[config.mk]
export PLATFORM = sky130hd
export DESIGN_NAME = sensor_report_retry_pairing
export DESIGN_NICKNAME = d
export VERILOG_FILES = /design/src/hdl/srrp_pkg.sv /design/src/hdl/srrp_core.sv /design/src/hdl/srrp_rsp_buf.sv /design/src/hdl/sensor_report_retry_pairing.sv
export VERILOG_INCLUDE_DIRS = /design/src /design/src/hdl
export SDC_FILE = /design/constraint.sdc
export NUM_CORES = 1
export LEC_CHECK = 0
export BUFFER_PORTS_ARGS = -buffer_cell sky130_fd_sc_hd__buf_2
export CAP_MARGIN = 20
export CORE_MARGIN = 2
export CORE_UTILIZATION = 52
export CTS_CLUSTER_SIZE = 20
export DETAILED_ROUTE_END_ITERATION = 6
export GPL_TIMING_DRIVEN = 0
export PLACE_DENSITY = 0.74
export SYNTH_ARGS = -nofsm -noshare
export SYNTH_HDL_FRONTEND = slang
export SYNTH_SLANG_ARGS = --single-unit
[constraint.sdc]
create_clock -name clock -period 3.13 [get_ports clock]
set_input_delay 0.626 -clock clock [delete_from_list [all_inputs] [get_ports clock]]
set_output_delay 0.626 -clock clock [all_outputs]
set_load 0.01 [all_outputs]
[src/hdl/assert_macros.svh]
// ----------------------------------------------------------------------------
// assert_macros.svh
// concurrent assertion helpers used by the rtl
// ----------------------------------------------------------------------------
`ifndef ASSERT_MACROS_SVH
`define ASSERT_MACROS_SVH

// condition holds whenever out of reset
`define ASSERT_ALWAYS(label, clk, rst, expr, msg) \
   label: assert property (@(posedge clk) disable iff (rst) (expr)) else $error(msg);

// consequent holds in the same cycle as the antecedent
`define ASSERT_IMPLIES(label, clk, rst, ante, cons, msg) \
   label: assert property (@(posedge clk) disable iff (rst) (ante) |-> (cons)) else $error(msg);

// consequent holds in the cycle after the antecedent
`define ASSERT_NEXT(label, clk, rst, ante, cons, msg) \
   label: assert property (@(posedge clk) disable iff (rst) (ante) |=> (cons)) else $error(msg);

`endif

[src/hdl/srrp_pkg.sv]
// ----------------------------------------------------------------------------
// srrp_pkg
// types and codes of the sensor report, retry and pairing block
// ----------------------------------------------------------------------------
package srrp_pkg;

   // input item kinds
   typedef enum logic [1:0] {
      MODE_TICK   = 2'd0,
      MODE_RX     = 2'd1,
      MODE_BUTTON = 2'd2,
      MODE_SEND   = 2'd3
   } mode_type;

   // packet opcodes
   localparam logic [7:0] OP_DATA       = 8'h00;
   localparam logic [7:0] OP_PAIR       = 8'h01;
   localparam logic [7:0] OP_ACK        = 8'h80;
   localparam logic [7:0] OP_PAIR_REPLY = 8'h81;

   // led events
   localparam logic [1:0] LED_NONE   = 2'd0;
   localparam logic [1:0] LED_FLASH  = 2'd1;
   localparam logic [1:0] LED_TRIPLE = 2'd2;
   localparam logic [1:0] LED_ON     = 2'd3;

   // csr indexes
   localparam logic [2:0] REG_SENSOR_ID     = 3'd0;
   localparam logic [2:0] REG_INITIAL_BASE  = 3'd1;
   localparam logic [2:0] REG_REPLY_TIMEOUT = 3'd2;
   localparam logic [2:0] REG_MAX_SENDS     = 3'd3;
   localparam logic [2:0] REG_PAIRING_TICKS = 3'd4;

   // csr reset values
   localparam logic [7:0] RST_REPLY_TIMEOUT = 8'd100;
   localparam logic [7:0] RST_MAX_SENDS     = 8'd5;
   localparam logic [7:0] RST_PAIRING_TICKS = 8'd100;

   // one result beat
   typedef struct packed {
      logic       has_packet;
      logic [7:0] tx_dest;
      logic [7:0] tx_src;
      logic [7:0] tx_opcode;
      logic [7:0] tx_temp;
      logic [7:0] tx_batt;
      logic       sleep_request;
      logic       pairing_active;
      logic [7:0] current_base;
      logic       store_base;
      logic [1:0] led_event;
      logic       last;
   } result_type;

   // handoff from core to result buffer
   typedef struct packed {
      logic push;
      logic two;
   } push_type;

endpackage

[src/hdl/srrp_core.sv]
// ----------------------------------------------------------------------------
// srrp_core
// protocol state, csr registers and result generation for one item
// ----------------------------------------------------------------------------
module srrp_core
   import srrp_pkg::*;
(
   input  logic       clock,
   input  logic       reset,
   input  logic       accept,
   input  logic [1:0] mode,
   input  logic [7:0] rx_first,
   input  logic [7:0] rx_second,
   input  logic [7:0] rx_opcode,
   input  logic [7:0] temperature,
   input  logic [7:0] battery,
   input  logic       csr_write,
   input  logic [2:0] csr_index,
   input  logic [7:0] csr_data,
   output push_type   push,
   output result_type res0,
   output result_type res1
);

   // csr registers
   logic [7:0] sensor_id_ff, reply_timeout_ff, max_sends_ff, pairing_ticks_ff;
   // protocol state
   logic [7:0] reply_timer_ff, pairing_timer_ff, send_count_ff, base_id_ff;
   logic       pairing_flag_ff, sleep_flag_ff;
   logic [7:0] reply_timer_in, pairing_timer_in, send_count_in, base_id_in;
   logic       pairing_flag_in, sleep_flag_in;

   result_type pkt0, pkt1;
   logic [1:0] npkt;
   logic [1:0] idle_led;
   mode_type   mode_sel;

   function automatic result_type make_pkt(input logic [7:0] dest, input logic [7:0] src,
                                           input logic [7:0] op, input logic [7:0] t,
                                           input logic [7:0] b, input logic store,
                                           input logic [1:0] led);
      result_type r;
      r                = '0;
      r.has_packet     = 1'b1;
      r.tx_dest        = dest;
      r.tx_src         = src;
      r.tx_opcode      = op;
      r.tx_temp        = t;
      r.tx_batt        = b;
      r.store_base     = store;
      r.led_event      = led;
      return r;
   endfunction

   assign mode_sel = mode_type'(mode);

   // next state and packets, in the order the protocol handles events
   always_comb begin
      reply_timer_in   = reply_timer_ff;
      pairing_timer_in = pairing_timer_ff;
      send_count_in    = send_count_ff;
      base_id_in       = base_id_ff;
      pairing_flag_in  = pairing_flag_ff;
      sleep_flag_in    = sleep_flag_ff;
      pkt0             = '0;
      pkt1             = '0;
      npkt             = 2'd0;
      idle_led         = LED_NONE;
      unique case (mode_sel)
         MODE_TICK: begin
            // reply timer first
            if (reply_timer_in != 8'd0) begin
               reply_timer_in = reply_timer_in - 8'd1;
               if (reply_timer_in == 8'd0) begin
                  if (send_count_in < max_sends_ff) begin
                     pkt0 = make_pkt(base_id_in, sensor_id_ff, OP_DATA, temperature,
                                     battery, 1'b0, LED_FLASH);
                     npkt = 2'd1;
                     reply_timer_in = reply_timeout_ff;
                     send_count_in  = send_count_in + 8'd1;
                  end else begin
                     sleep_flag_in = 1'b1;
                  end
               end
            end
            // then pairing timer
            if (pairing_timer_in != 8'd0) begin
               pairing_timer_in = pairing_timer_in - 8'd1;
               if (pairing_timer_in == 8'd0) begin
                  pairing_flag_in = 1'b0;
                  send_count_in   = 8'd0;
                  if (max_sends_ff != 8'd0) begin
                     if (npkt == 2'd0) begin
                        pkt0 = make_pkt(base_id_in, sensor_id_ff, OP_DATA, temperature,
                                        battery, 1'b0, LED_FLASH);
                     end else begin
                        pkt1 = make_pkt(base_id_in, sensor_id_ff, OP_DATA, temperature,
                                        battery, 1'b0, LED_FLASH);
                     end
                     npkt = npkt + 2'd1;
                     reply_timer_in = reply_timeout_ff;
                     send_count_in  = 8'd1;
                  end else begin
                     sleep_flag_in = 1'b1;
                  end
               end
            end
         end
         MODE_RX: begin
            if (pairing_flag_ff) begin
               // broadcast pairing packet
               if (rx_first == 8'd0 && rx_opcode == OP_PAIR) begin
                  base_id_in      = rx_second;
                  pairing_flag_in = 1'b0;
                  reply_timer_in  = 8'd0;
                  send_count_in   = 8'd0;
                  if (max_sends_ff != 8'd0) begin
                     pkt0 = make_pkt(rx_second, sensor_id_ff, OP_PAIR_REPLY, 8'd0, 8'd0,
                                     1'b1, LED_NONE);
                     pkt1 = make_pkt(rx_second, sensor_id_ff, OP_DATA, temperature,
                                     battery, 1'b0, LED_TRIPLE);
                     npkt = 2'd2;
                     reply_timer_in = reply_timeout_ff;
                     send_count_in  = 8'd1;
                  end else begin
                     pkt0 = make_pkt(rx_second, sensor_id_ff, OP_PAIR_REPLY, 8'd0, 8'd0,
                                     1'b1, LED_TRIPLE);
                     npkt = 2'd1;
                     sleep_flag_in = 1'b1;
                  end
               end
            end else if (rx_first == sensor_id_ff && rx_second == base_id_ff &&
                         rx_opcode == OP_ACK) begin
               // acknowledge of our data
               reply_timer_in = 8'd0;
               send_count_in  = 8'd0;
               sleep_flag_in  = 1'b1;
            end
         end
         MODE_BUTTON: begin
            reply_timer_in   = 8'd0;
            send_count_in    = 8'd0;
            sleep_flag_in    = 1'b0;
            pairing_flag_in  = 1'b1;
            pairing_timer_in = pairing_ticks_ff;
            idle_led         = LED_ON;
         end
         MODE_SEND: begin
            if (send_count_ff < max_sends_ff) begin
               pkt0 = make_pkt(base_id_ff, sensor_id_ff, OP_DATA, temperature, battery,
                               1'b0, LED_FLASH);
               npkt = 2'd1;
               reply_timer_in = reply_timeout_ff;
               send_count_in  = send_count_ff + 8'd1;
            end else begin
               sleep_flag_in = 1'b1;
            end
         end
         default: begin
         end
      endcase
   end

   // result beats with status after the item
   always_comb begin
      res0 = pkt0;
      res1 = pkt1;
      if (npkt == 2'd0) begin
         res0.led_event = idle_led;
      end
      res0.sleep_request  = sleep_flag_in;
      res0.pairing_active = pairing_flag_in;
      res0.current_base   = base_id_in;
      res0.last           = (npkt != 2'd2);
      res1.sleep_request  = sleep_flag_in;
      res1.pairing_active = pairing_flag_in;
      res1.current_base   = base_id_in;
      res1.last           = 1'b1;
      push.push           = accept;
      push.two            = (npkt == 2'd2);
   end

   // csr and state registers
   always_ff @(posedge clock) begin
      if (reset) begin
         sensor_id_ff     <= 8'd0;
         reply_timeout_ff <= RST_REPLY_TIMEOUT;
         max_sends_ff     <= RST_MAX_SENDS;
         pairing_ticks_ff <= RST_PAIRING_TICKS;
         reply_timer_ff   <= 8'd0;
         pairing_timer_ff <= 8'd0;
         send_count_ff    <= 8'd0;
         base_id_ff       <= 8'd0;
         pairing_flag_ff  <= 1'b0;
         sleep_flag_ff    <= 1'b0;
      end else begin
         if (csr_write) begin
            unique case (csr_index)
               REG_SENSOR_ID:     sensor_id_ff     <= csr_data;
               REG_INITIAL_BASE:  base_id_ff       <= csr_data;
               REG_REPLY_TIMEOUT: reply_timeout_ff <= csr_data;
               REG_MAX_SENDS:     max_sends_ff     <= csr_data;
               REG_PAIRING_TICKS: pairing_ticks_ff <= csr_data;
               default: begin
               end
            endcase
         end
         if (accept) begin
            reply_timer_ff   <= reply_timer_in;
            pairing_timer_ff <= pairing_timer_in;
            send_count_ff    <= send_count_in;
            base_id_ff       <= base_id_in;
            pairing_flag_ff  <= pairing_flag_in;
            sleep_flag_ff    <= sleep_flag_in;
         end
      end
   end

endmodule

[src/hdl/srrp_rsp_buf.sv]
// ----------------------------------------------------------------------------
// srrp_rsp_buf
// two-beat result buffer between the core and the response channel
// ----------------------------------------------------------------------------
module srrp_rsp_buf
   import srrp_pkg::*;
(
   input  logic       clock,
   input  logic       reset,
   input  push_type   push,
   input  result_type res0,
   input  result_type res1,
   output logic       ready,
   output logic       rsp_valid,
   input  logic       rsp_stall,
   output result_type rsp
);

   result_type slot0_ff, slot1_ff;
   logic [1:0] count_ff;
   logic       take;

   assign rsp_valid = (count_ff != 2'd0);
   assign take      = rsp_valid && !rsp_stall;
   // room for a full item once the head beat leaves
   assign ready     = (count_ff == 2'd0) || (count_ff == 2'd1 && take);
   assign rsp       = slot0_ff;

   // payload slots
   always_ff @(posedge clock) begin
      if (push.push && ready) begin
         slot0_ff <= res0;
         slot1_ff <= res1;
      end else if (take) begin
         slot0_ff <= slot1_ff;
      end
   end

   // occupancy
   always_ff @(posedge clock) begin
      if (reset) begin
         count_ff <= 2'd0;
      end else if (push.push && ready) begin
         count_ff <= push.two ? 2'd2 : 2'd1;
      end else if (take) begin
         count_ff <= count_ff - 2'd1;
      end
   end

endmodule

[src/hdl/sensor_report_retry_pairing.sv]
// ----------------------------------------------------------------------------
// sensor_report_retry_pairing
// sensor-side data report, retry and pairing link protocol
// ----------------------------------------------------------------------------
// Request beats carry one event: a tick, a received packet, the pairing button
// or a start of sending. Each request gives one or two response beats; the
// final one of a request has rsp_last set. A beat with rsp_has_packet set
// holds a packet to transmit, and every beat reports the sleep, pairing and
// base id status after the request.
// Latency: the first response beat is valid the cycle after the request is
// accepted. A new request is taken as the final beat of the one before leaves;
// the response port gives one beat per cycle while rsp_stall is low.
// The csr port writes the five registers by index; writing the initial base id
// also loads the base id in use. Write csr only while the block is idle.
// Reset clears all timers, counts and flags, loads the csr reset values and
// empties the response buffer. When the receiver stalls, the buffered beats
// hold and req_stall rises once a new request no longer fits.
// ----------------------------------------------------------------------------
`include "assert_macros.svh"

module sensor_report_retry_pairing
   import srrp_pkg::*;
(
   input  logic       clock,
   input  logic       reset,
   input  logic       req_valid,
   output logic       req_stall,
   input  logic [1:0] req_mode,
   input  logic [7:0] req_rx_first,
   input  logic [7:0] req_rx_second,
   input  logic [7:0] req_rx_opcode,
   input  logic [7:0] req_temperature,
   input  logic [7:0] req_battery,
   output logic       rsp_valid,
   input  logic       rsp_stall,
   output logic       rsp_has_packet,
   output logic [7:0] rsp_tx_dest,
   output logic [7:0] rsp_tx_src,
   output logic [7:0] rsp_tx_opcode,
   output logic [7:0] rsp_tx_temp,
   output logic [7:0] rsp_tx_batt,
   output logic       rsp_sleep_request,
   output logic       rsp_pairing_active,
   output logic [7:0] rsp_current_base,
   output logic       rsp_store_base,
   output logic [1:0] rsp_led_event,
   output logic       rsp_last,
   input  logic       csr_write,
   input  logic [2:0] csr_index,
   input  logic [7:0] csr_data
);

   logic       ready;
   logic       accept;
   push_type   push;
   result_type res0, res1, rsp;

   assign req_stall = !ready;
   assign accept    = req_valid && ready;

   // protocol core
   srrp_core u_core (
      .clock       (clock),
      .reset       (reset),
      .accept      (accept),
      .mode        (req_mode),
      .rx_first    (req_rx_first),
      .rx_second   (req_rx_second),
      .rx_opcode   (req_rx_opcode),
      .temperature (req_temperature),
      .battery     (req_battery),
      .csr_write   (csr_write),
      .csr_index   (csr_index),
      .csr_data    (csr_data),
      .push        (push),
      .res0        (res0),
      .res1        (res1)
   );

   // response buffer
   srrp_rsp_buf u_rsp_buf (
      .clock     (clock),
      .reset     (reset),
      .push      (push),
      .res0      (res0),
      .res1      (res1),
      .ready     (ready),
      .rsp_valid (rsp_valid),
      .rsp_stall (rsp_stall),
      .rsp       (rsp)
   );

   // response fields
   assign rsp_has_packet     = rsp.has_packet;
   assign rsp_tx_dest        = rsp.tx_dest;
   assign rsp_tx_src         = rsp.tx_src;
   assign rsp_tx_opcode      = rsp.tx_opcode;
   assign rsp_tx_temp        = rsp.tx_temp;
   assign rsp_tx_batt        = rsp.tx_batt;
   assign rsp_sleep_request  = rsp.sleep_request;
   assign rsp_pairing_active = rsp.pairing_active;
   assign rsp_current_base   = rsp.current_base;
   assign rsp_store_base     = rsp.store_base;
   assign rsp_led_event      = rsp.led_event;
   assign rsp_last           = rsp.last;

   // checks
   `ASSERT_NEXT(a_accept_gives_beat, clock, reset, req_valid && !req_stall, rsp_valid,
                "accepted request left no response beat")
   `ASSERT_NEXT(a_second_beat_follows, clock, reset, rsp_valid && !rsp_stall && !rsp_last,
                rsp_valid, "second response beat missing")
   `ASSERT_IMPLIES(a_idle_is_last, clock, reset, rsp_valid && !rsp_has_packet, rsp_last,
                   "beat without packet is not final")
   `ASSERT_IMPLIES(a_store_on_reply, clock, reset, rsp_valid && rsp_store_base,
                   rsp_has_packet && rsp_tx_opcode == OP_PAIR_REPLY,
                   "store pulse outside pairing reply")

endmodule
==> results of run 1 <==
-- logic make-up after synthesis --
kind of cell	count (synthesis)	share of synthesized area
AND/OR/NAND/NOR	288	0.183
AO/OA/AOI/OAI	178	0.166
flip-flops	160	0.535
buffers and inverters	67	0.0399
XOR/XNOR	23	0.0261
multiplexers	17	0.0234
adder cells (fa/ha/maj)	16	0.0260
other	1	0.000487
-- worst paths after layout --
check             cells past startpoint                                     from                                 endpoint
setup / recovery                      8                          req_rx_first[1]              u_rsp_buf.rsp[11]$_DFFE_PP_
hold / removal                        2  u_core.pairing_ticks_ff[3]$_SDFFE_PP0P_  u_core.pairing_ticks_ff[3]$_SDFFE_PP0P_
setup reg to reg                     10       u_rsp_buf.count_ff[0]$_SDFFE_PP0P_               u_rsp_buf.rsp[5]$_DFFE_PP_
hold reg to reg                       2  u_core.pairing_ticks_ff[3]$_SDFFE_PP0P_  u_core.pairing_ticks_ff[3]$_SDFFE_PP0P_
-- stage by stage --
| stage | power [W] | cell area [µm²] |
|---|---|---|
| floorplan | 0.00332 | 7730 |
| global placement | 0.00366 | 8500 |
| detailed placement | 0.00369 | 8540 |
| CTS | 0.00567 | 9100 |
| global route | 0.00590 | 9100 |
| finish | 0.00566 | 9100 |
-- where the power goes --
part           switching, W  total [W]  internal, W
clock              0.000898    0.00200      0.00111
sequential         0.000104    0.00262      0.00252
combinational      0.000624    0.00104     0.000412
-- placed cells by master, fill, tap and decap left out, types with 5 or more instances in the layout --
| master | count |
|---|---|
| mux2i_1 | 9 |
| edfxtp_1 | 92 |
| or3_1 | 8 |
| o21ai_0 | 17 |
| clkbuf_16 | 17 |
| conb_1 | 6 |
| and3_1 | 8 |
| xor2_1 | 13 |
| dfxtp_1 | 68 |
| mux2_2 | 7 |
| buf_2 | 111 |
| a21o_1 | 12 |
| ha_1 | 16 |
| a311oi_1 | 10 |
| and2_1 | 28 |
| nor4_1 | 7 |
| xnor2_1 | 10 |
| a22o_1 | 41 |
| a22oi_1 | 5 |
| nand2b_1 | 5 |
| o211ai_1 | 6 |
| a21oi_1 | 48 |
| clkbuf_1 | 24 |
| nand2_1 | 107 |
| nand3_1 | 15 |
| buf_4 | 9 |
| nor3_1 | 14 |
| nor2_1 | 63 |
| inv_1 | 22 |
-- area by class of cell --
type,instances,share of cell area
clock buffer,18,0.0472
buffer,42,0.0242
inverter,24,0.0102
multi-input combinational,528,0.362
clock inverter,14,0.0147
sequential,160,0.453
tap,184,0.0253
timing repair buffer,109,0.0632
-- sequential cells by signal, summed over array words and instances, names as in the netlist --
register / cells
u_core.reply_timeout_ff: 8
u_core.sleep_flag_ff: 1
u_rsp_buf.slot1_ff: 45
u_core.base_id_ff: 8
u_rsp_buf.count_ff: 2
u_rsp_buf.rsp: 47
u_core.pairing_ticks_ff: 8
u_core.max_sends_ff: 8
u_core.pairing_flag_ff: 1
u_core.pairing_timer_ff: 8
u_core.sensor_id_ff: 8
u_core.send_count_ff: 8
u_core.reply_timer_ff: 8
-- metal layers --
| metal | wire length [µm] | share of wire |
|---|---|---|
| met4 | 326 | 0.017 |
| met1 | 8440 | 0.44 |
| met2 | 9170 | 0.47 |
| met3 | 1450 | 0.075 |
| met5 | 0 | 0 |
-- repair_timing --
| action | 4_1_cts | 5_1_grt |
|---|---|---|
| endpoints found under the setup margin | 6 | 31 |
| pin swaps | 0 | 0 |
| endpoints found under the hold margin | 0 | 0 |
| buffers inserted | 0 | 0 |
| gates resized for setup | 1 | 1 |
-- critical path, stage by stage --
cell and delay (ps):
buf_2 120, nor4_1 500, nand3b_1 230, nor4_2 570, buf_2 380, mux2_2 380
nor2_1 190, nor2_1 70
==> results.txt, run 1 <==
Share of cells above drive strength 1 -> 0.217
Worst EP arrival -> 3080 ps
Dpl hpwl -> 13,800 µm
Root Buffer -> clkbuf_16
Die Width -> 126 µm
Initial antenna violation count -> 0
Total Nets Final -> 956
Ant diodes -> 0
Fill cells -> 1,205
Reg2Reg Setup Slack -> 250 ps
Die Height -> 126 µm
Seq/Total Area, Yosys -> 0.535
CTS H-tree depth -> 4
1st-iter DRT viols -> 648
M2 GR Usage -> 0.398
Core Util, Final -> 0.629
Worst slew pin tran -> 908 ps
Final Wtd Congestion -> 0.906
# IOs -> 115
Top cell type's share of synthesized area -> 0.359
Worst skew pair latency -> 430 ps
Status -> finished clean
Residual DRC count -> 0
Yosys cell types -> 71
Slew Viols, Final -> 0
Max Fclk -> 345 MHz
CP required -> 3310 ps
Tmin final -> 2900 ps
CTS Buffer Depth -> 2
Post-synth top area cell -> edfxtp_1
WS Path Type -> input pin to flip-flop
Cell area power density -> 622 nW/µm²
LEAKAGE -> 3.63 nW
P&R area growth vs syn -> 18.1%
Grt ovf -> 0
CTS Sinks -> 160
RSZ-0062 raised after global routing -> false
Number of global-route vias before repair -> 5,869
Post-DRT Antenna Nets -> 0
Most numerous cell in the Yosys netlist -> nand2_1
Gr busiest metal -> met2
Endpoints failing setup -> 0
Worst vdd ir -> 0.522 mV
CP endpoint kind -> flip-flop
TritonRoute pass-1 iters -> 5
Met3 Resource Use GR -> 0.0556
Core Area -> 14,500 µm²
Vias per inst -> 5.78
CTS tree -> built
IO Port Bufs -> 107
Final Cycle Share -> 0.926
Post-Syn Instances -> 750
Initial core utilization -> 0.532
Ys flop type -> edfxtp_1
Max-cap viol count -> 0
# hold bufs at CTS -> 0
Post-synth EDFFs -> 92
Final setup margin -> 231 ps
Average size of a mapped cell -> 10.3 µm²
Top cells by area, synth -> edfxtp_1 36%, dfxtp_1 18%, nand2_1 5.2%
Hold Fails Final Rpt -> 0
Area of the multi-input gates -> 3300 µm²
Placed cells -> 1,048
Worst-path clk slew -> 60 ps
Die area -> 15,800 µm²
HP Class -> flip-flop to flip-flop
Vias -> 6,237
Post-DR wirelength/cell -> 18.0 µm
Pin count of the biggest net entering global routing -> 32
Startpoint Class -> input pin
Global-route usage over all layers -> 0.250
WHS -> 457 ps
Post-synth top cells -> 107 x nand2_1, 92 x edfxtp_1, 68 x dfxtp_1
Row Count -> 44
Synth Register Bits -> 160
Max Clock Skew -> 9.35 ps
Place WS -> -143 ps
M1 GR Usage -> 0.340
Async S/R FF share, synth -> 0
Total Wirelength -> 19,400 µm
Netlist Area Pre-Place -> 7700 µm²
First-pass GRT wire length -> 31,000 µm
Yosys warning count -> 0
Worst slew margin -> 0.390
Worst-path maximum fanout -> 10
Clock buffer count from CTS -> 17
Setup TNS -> 0 ps
Storage element area -> 4120 µm²
Final Non-Filler Cells -> 1,079
Power figures use the tool's default switching activity.
==> inputs of run 2 (changes only) <==
--- a/config.mk
+++ b/config.mk
@@ -6,8 +6,10 @@
 export SDC_FILE = /design/constraint.sdc
 export NUM_CORES = 1
 export LEC_CHECK = 0
+export ABC_CLOCK_PERIOD_IN_PS = 3130
 export BUFFER_PORTS_ARGS = -buffer_cell sky130_fd_sc_hd__buf_2
 export CAP_MARGIN = 20
+export CORE_ASPECT_RATIO = 1.25
 export CORE_MARGIN = 2
 export CORE_UTILIZATION = 52
 export CTS_CLUSTER_SIZE = 20
==> run 2 against run 1 <==
  * The run now ends with design-rule violations left
  * Maximum frequency shrank 0.56%
  * Final cell count shrank 0.46%
  * Non-clock buffer count is the same
  * Sequential power is essentially flat
  * Sequential share of layout area grew 0.18 points
  * Largest power group unchanged
==> results.txt, run 2 (synthesized netlist as in run 1, its figures left out) <==
IO Port Bufs -> 107
Initial antenna violation count -> 1
Worst vdd ir -> 0.316 mV
Max-cap viol count -> 0
Die area -> 15,800 µm²
Grt ovf -> 0
Critical R2R Launch -> u_core.max_sends_ff[3]$_SDFFE_PP0P_
Total Nets Final -> 956
Worst Reg-to-Reg Cells -> 10
WHS -> 466 ps
Commonest non-fill, non-tap cell in the layout -> buf_2
Row Count -> 49
Worst-path maximum fanout -> 8
HP Class -> flip-flop to flip-flop
Hold endpoint -> u_core.pairing_ticks_ff[7]$_SDFFE_PP0P_
Final Cycle Share -> 0.931
Tmin final -> 2920 ps
Status -> finished with violations
P&R area growth vs syn -> 17.7%
CP endpoint kind -> flip-flop
Hold Fails Final Rpt -> 0
First-pass GRT wire length -> 30,900 µm
CTS Sinks -> 160
Dpl hpwl -> 13,500 µm
Post-DRT Antenna Nets -> 0
Residual DRC count -> 14
Worst slew pin tran -> 925 ps
Most frequent cells in the layout -> 112 x buf_2, 107 x nand2_1, 92 x edfxtp_1
Die Height -> 140 µm
WS Path Type -> flip-flop to flip-flop
Vias per inst -> 5.81
Total Wirelength -> 19,300 µm
Root Buffer -> clkbuf_16
Post-CTS Setup Inserts -> 0
Pin count of the biggest net entering global routing -> 44
Final setup margin -> 215 ps
Worst skew pair latency -> 430 ps
Worst slew margin -> 0.378
Reg2Reg Setup Slack -> 210 ps
Place WS -> -183 ps
Worst-path clk slew -> 60 ps
Max reg flops -> 47
Core Area -> 14,500 µm²
Hold path cells -> 2
Hold Path Origin -> u_core.pairing_ticks_ff[7]$_SDFFE_PP0P_
# IOs -> 115
Share of cells above drive strength 1 -> 0.215
CTS H-tree depth -> 4
RSZ-0062 raised after global routing -> false
1st-iter DRT viols -> 462
CP required -> 3420 ps
Post-DR wirelength/cell -> 18.0 µm
Die Width -> 113 µm
Global-route usage over all layers -> 0.251
Clock buffer count from CTS -> 17
Setup TNS -> 0 ps
Final Wtd Congestion -> 0.935
Endpoints failing setup -> 0
TritonRoute pass-1 iters -> 7
Startpoint Class -> flip-flop
Failing checks -> design-rule violations
Initial core utilization -> 0.533
Max Clock Skew -> 8.88 ps
Max Fclk -> 343 MHz
CTS Buffer Depth -> 2
Worst EP arrival -> 3200 ps
Number of global-route vias before repair -> 5,867
Cell area power density -> 613 nW/µm²
Slew Viols, Final -> 0
LEAKAGE -> 3.62 nW
CTS tree -> built
Vias -> 6,241
R2R Path End -> u_rsp_buf.slot1_ff[49]$_SDFFCE_PN0P_
## run 2: cell count changes in the layout (fill, tap and decap cells not counted), sizes merged
cell    before  now
inv         27   24
clkbuf      42   44
clkinv       7    8
diode        0    1
## run 2: critical path: stages, from the launching register on
cell and delay (ps):
dfxtp_1 390, inv_1 60, ha_1 190, or4_1 510
a21oi_1 120, o31a_1 200, and2_1 140, buf_4 140
nand3_1 120, nor2_1 640, a22o_1 250
## run 2: routing by layer
metal  wire length (µm)  global-route usage  vias up
met3               1330              0.0610       39
met2               9650               0.416      251
met4                504              0.0886        0
met5                  0                   0        -
met1               7830               0.322     2962
li1                   -                   -     2989
## run 2: area by class of cell
type	instances	area (µm²)
Antenna cell	1	2.50
Buffer	42	220
Clock buffer	20	437
Clock inverter	12	95.1
Fill cell	1244	5400
Inverter	24	92.6
Multi-Input combinational cell	528	3300
Sequential cell	160	4120
Tap cell	178	223
Timing Repair Buffer	109	576
## run 2: worst max-delay path by stage
| stage | from | end | cells past startpoint | slack (ps) |
|---|---|---|---|---|
| floorplan | rsp_stall | u_rsp_buf.rsp[54]$_DFFE_PP_ | 8 | 350 |
| global placement | rsp_stall | u_rsp_buf.rsp[54]$_DFFE_PP_ | 9 | -450 |
| detailed placement | rsp_stall | u_rsp_buf.rsp[1]$_DFFE_PP_ | 9 | -180 |
| CTS | u_rsp_buf.count_ff[0]$_SDFFE_PP0P_ | u_rsp_buf.rsp[5]$_DFFE_PP_ | 10 | 110 |
| global route | u_rsp_buf.count_ff[1]$_SDFFE_PP0P_ | u_rsp_buf.rsp[5]$_DFFE_PP_ | 10 | 60 |
| finish | u_core.max_sends_ff[3]$_SDFFE_PP0P_ | u_rsp_buf.slot1_ff[49]$_SDFFCE_PN0P_ | 10 | 210 |
## run 2: power by group
group          internal, W  switching (W)  total, W
combinational     0.000412       0.000621   0.00103
sequential         0.00252       0.000107   0.00263
clock              0.00108       0.000811   0.00189
## run 2: repair_timing
action	in CTS	in global routing
hold buffers	0	0
endpoints found under the setup margin	2	8
resized for setup	1	1
## run 2: metrics by stage
stage | power, W | util | std cells | cell area, µm²
finish | 0.00555 | 0.627 | 1074 | 9060
global placement | 0.00366 | 0.587 | 1040 | 8490
global route | 0.00580 | 0.627 | 1074 | 9060
CTS | 0.00558 | 0.626 | 1073 | 9060
floorplan | 0.00332 | - | 755 | 7730
detailed placement | 0.00369 | 0.590 | 1042 | 8530
==> inputs of run 3 (changes only) <==
--- a/config.mk
+++ b/config.mk
@@ -9,13 +9,15 @@
 export ABC_CLOCK_PERIOD_IN_PS = 3130
 export BUFFER_PORTS_ARGS = -buffer_cell sky130_fd_sc_hd__buf_2
 export CAP_MARGIN = 20
+export CELL_PAD_IN_SITES_DETAIL_PLACEMENT = 1
+export CELL_PAD_IN_SITES_GLOBAL_PLACEMENT = 1
 export CORE_ASPECT_RATIO = 1.25
 export CORE_MARGIN = 2
-export CORE_UTILIZATION = 52
+export CORE_UTILIZATION = 40
 export CTS_CLUSTER_SIZE = 20
 export DETAILED_ROUTE_END_ITERATION = 6
 export GPL_TIMING_DRIVEN = 0
-export PLACE_DENSITY = 0.74
+export PLACE_DENSITY = 0.73
 export SYNTH_ARGS = -nofsm -noshare
 export SYNTH_HDL_FRONTEND = slang
 export SYNTH_SLANG_ARGS = --single-unit
==> run 3 against run 2 <==
  * The run now ends clean
  * Power increased by 5.0%
  * Clock skew rose by 2.8 ps
  * Via count up 0.46%
  * Non-clock buffer count did not move
  * Wire length up 16%
  * Global-route usage shrank 2.8 points
  * Clock power is 13% higher
  * Register-to-register slack improved by 30 ps
  * First-iteration DRC count shrank 8.7%
  * Sequential power about the same
  * Largest cell class unchanged
==> results.txt, run 3 (synthesized netlist as in run 1, its figures left out) <==
LEAKAGE -> 3.66 nW
Fill cells -> 2,140
Slew Viols, Final -> 0
Hold path cells -> 2
R2R Path End -> u_rsp_buf.rsp[4]$_DFFE_PP_
Max Fclk -> 347 MHz
Total Wirelength -> 22,400 µm
Worst EP arrival -> 3170 ps
WHS -> 464 ps
RSZ-0062 raised after global routing -> false
Clock buffer count from CTS -> 17
Die Width -> 128 µm
HP Class -> flip-flop to flip-flop
# IOs -> 115
Share of cells above drive strength 1 -> 0.220
Die Height -> 159 µm
Final Wtd Congestion -> 0.828
Ant diodes -> 0
Final Cycle Share -> 0.920
CTS H-tree depth -> 4
Worst skew pair latency -> 440 ps
CTS Sinks -> 160
Startpoint Class -> flip-flop
Commonest non-fill, non-tap cell in the layout -> buf_2
Row Count -> 56
Die area -> 20,400 µm²
1st-iter DRT viols -> 422
First-pass GRT wire length -> 35,200 µm
Hold endpoint -> u_core.pairing_ticks_ff[1]$_SDFFE_PP0P_
Vias -> 6,270
Number of global-route vias before repair -> 6,314
Worst Reg-to-Reg Cells -> 10
CP endpoint kind -> flip-flop
Cell area power density -> 634 nW/µm²
Residual DRC count -> 0
Initial antenna violation count -> 0
Final setup margin -> 249 ps
Core Area -> 18,800 µm²
Place WS -> -273 ps
CTS Buffer Depth -> 2
Top layer in use -> met4
Worst slew pin tran -> 1010 ps
WS Path Type -> flip-flop to flip-flop
P&R area growth vs syn -> 19.4%
# hold bufs at CTS -> 0
Routed length on met1 -> 9410 µm
Pin count of the biggest net entering global routing -> 41
Core Util, Final -> 0.488
Max Clock Skew -> 11.7 ps
Hold Fails Final Rpt -> 0
Critical Path Source -> u_rsp_buf.count_ff[0]$_SDFFE_PP0P_
Global-route usage over all layers -> 0.224
Critical R2R Launch -> u_rsp_buf.count_ff[0]$_SDFFE_PP0P_
Root Buffer -> clkbuf_16
Worst slew margin -> 0.325
TritonRoute pass-1 iters -> 4
Max-cap viol count -> 0
Worst-path maximum fanout -> 35
Dpl hpwl -> 16,400 µm
Reg2Reg Setup Slack -> 250 ps
Vias per inst -> 5.56
CP required -> 3410 ps
CTS tree -> built
Post-DR wirelength/cell -> 19.9 µm
Placed inst area -> 8600 µm²
Metal3 WL -> 977 µm
Hold Path Origin -> u_core.pairing_ticks_ff[1]$_SDFFE_PP0P_
Total Nets Final -> 956
Initial core utilization -> 0.409
IO Port Bufs -> 107
Grt ovf -> 0
Post-DRT Antenna Nets -> 0
Met2 Wirelength -> 11,700 µm
Tmin final -> 2880 ps
Status -> finished clean
Post-CTS Setup Inserts -> 0
Endpoints failing setup -> 0
Max reg flops -> 47
Most frequent cells in the layout -> 111 x buf_2, 107 x nand2_1, 92 x edfxtp_1
Worst-path clk slew -> 70 ps
Post-route cell area -> 9200 µm²
Setup TNS -> 0 ps
Worst vdd ir -> 0.345 mV
==> run 3: changes by cell type in the layout (fill, tap and decap cells not counted), moves of 3 or more <==
cell        change
inv_8           +4
clkinvlp_4      -3
clkbuf_1        -5
clkinv_4        +3
clkbuf_2        +3
inv_6           +3
clkinv_2        -6
==> run 3: per-layer routing <==
metal / up-vias / global-route usage
li1: 2993 / -
met1: 3112 / 0.280
met2: 139 / 0.397
met3: 26 / 0.0376
met4: 0 / 0.0579
met5: - / 0
==> run 3: worst max-delay path by stage <==
stage	end	cells past startpoint
finish	u_rsp_buf.rsp[4]$_DFFE_PP_	10
global route	u_rsp_buf.rsp[4]$_DFFE_PP_	10
CTS	u_rsp_buf.rsp[9]$_DFFE_PP_	10
detailed placement	u_rsp_buf.rsp[1]$_DFFE_PP_	9
global placement	u_rsp_buf.rsp[54]$_DFFE_PP_	9
floorplan	u_rsp_buf.rsp[54]$_DFFE_PP_	8
==> run 3: through the flow <==
stage | std cells | power, W
6_report | 1127 | 0.00583
5_1_grt | 1127 | 0.00608
4_1_cts | 1127 | 0.00587
3_5_place_dp | 1096 | 0.00375
3_3_place_gp | 1094 | 0.00369
2_1_floorplan | 755 | 0.00332
==> run 3: critical path: stages, from the launching register on <==
cell	delay, ps
dfxtp_1	330
inv_1	70
ha_1	200
a21oi_1	70
nand2b_2	330
inv_1	140
clkbuf_1	420
clkdlybuf4s15_2	640
buf_12	290
nor2_1	60
nor2_1	130
==> run 3: where the power goes <==
part / total [W] / switching (W) / internal [W]
Sequential: 0.00263 / 0.000112 / 0.00252
Clock: 0.00214 / 0.000929 / 0.00121
Combinational: 0.00107 / 0.000654 / 0.000413
Total: 0.00583 / 0.00169 / 0.00414
==> run 3: repair_timing <==
item / in CTS / in global routing
resized for setup: 1 / 6
cloned: 0 / 0
setup endpoints to repair: 10 / 45
==> run 3: final cells by class <==
type / count / area (µm²) / area share
clock buffers: 18 / 429 / 0.0466
multi-input cells: 528 / 3300 / 0.358
well taps: 232 / 290 / 0.0315
plain buffers: 42 / 223 / 0.0242
inverters: 24 / 92.6 / 0.0101
flip-flops and latches: 160 / 4120 / 0.448
repair buffers: 109 / 576 / 0.0625
clock inverters: 14 / 170 / 0.0185
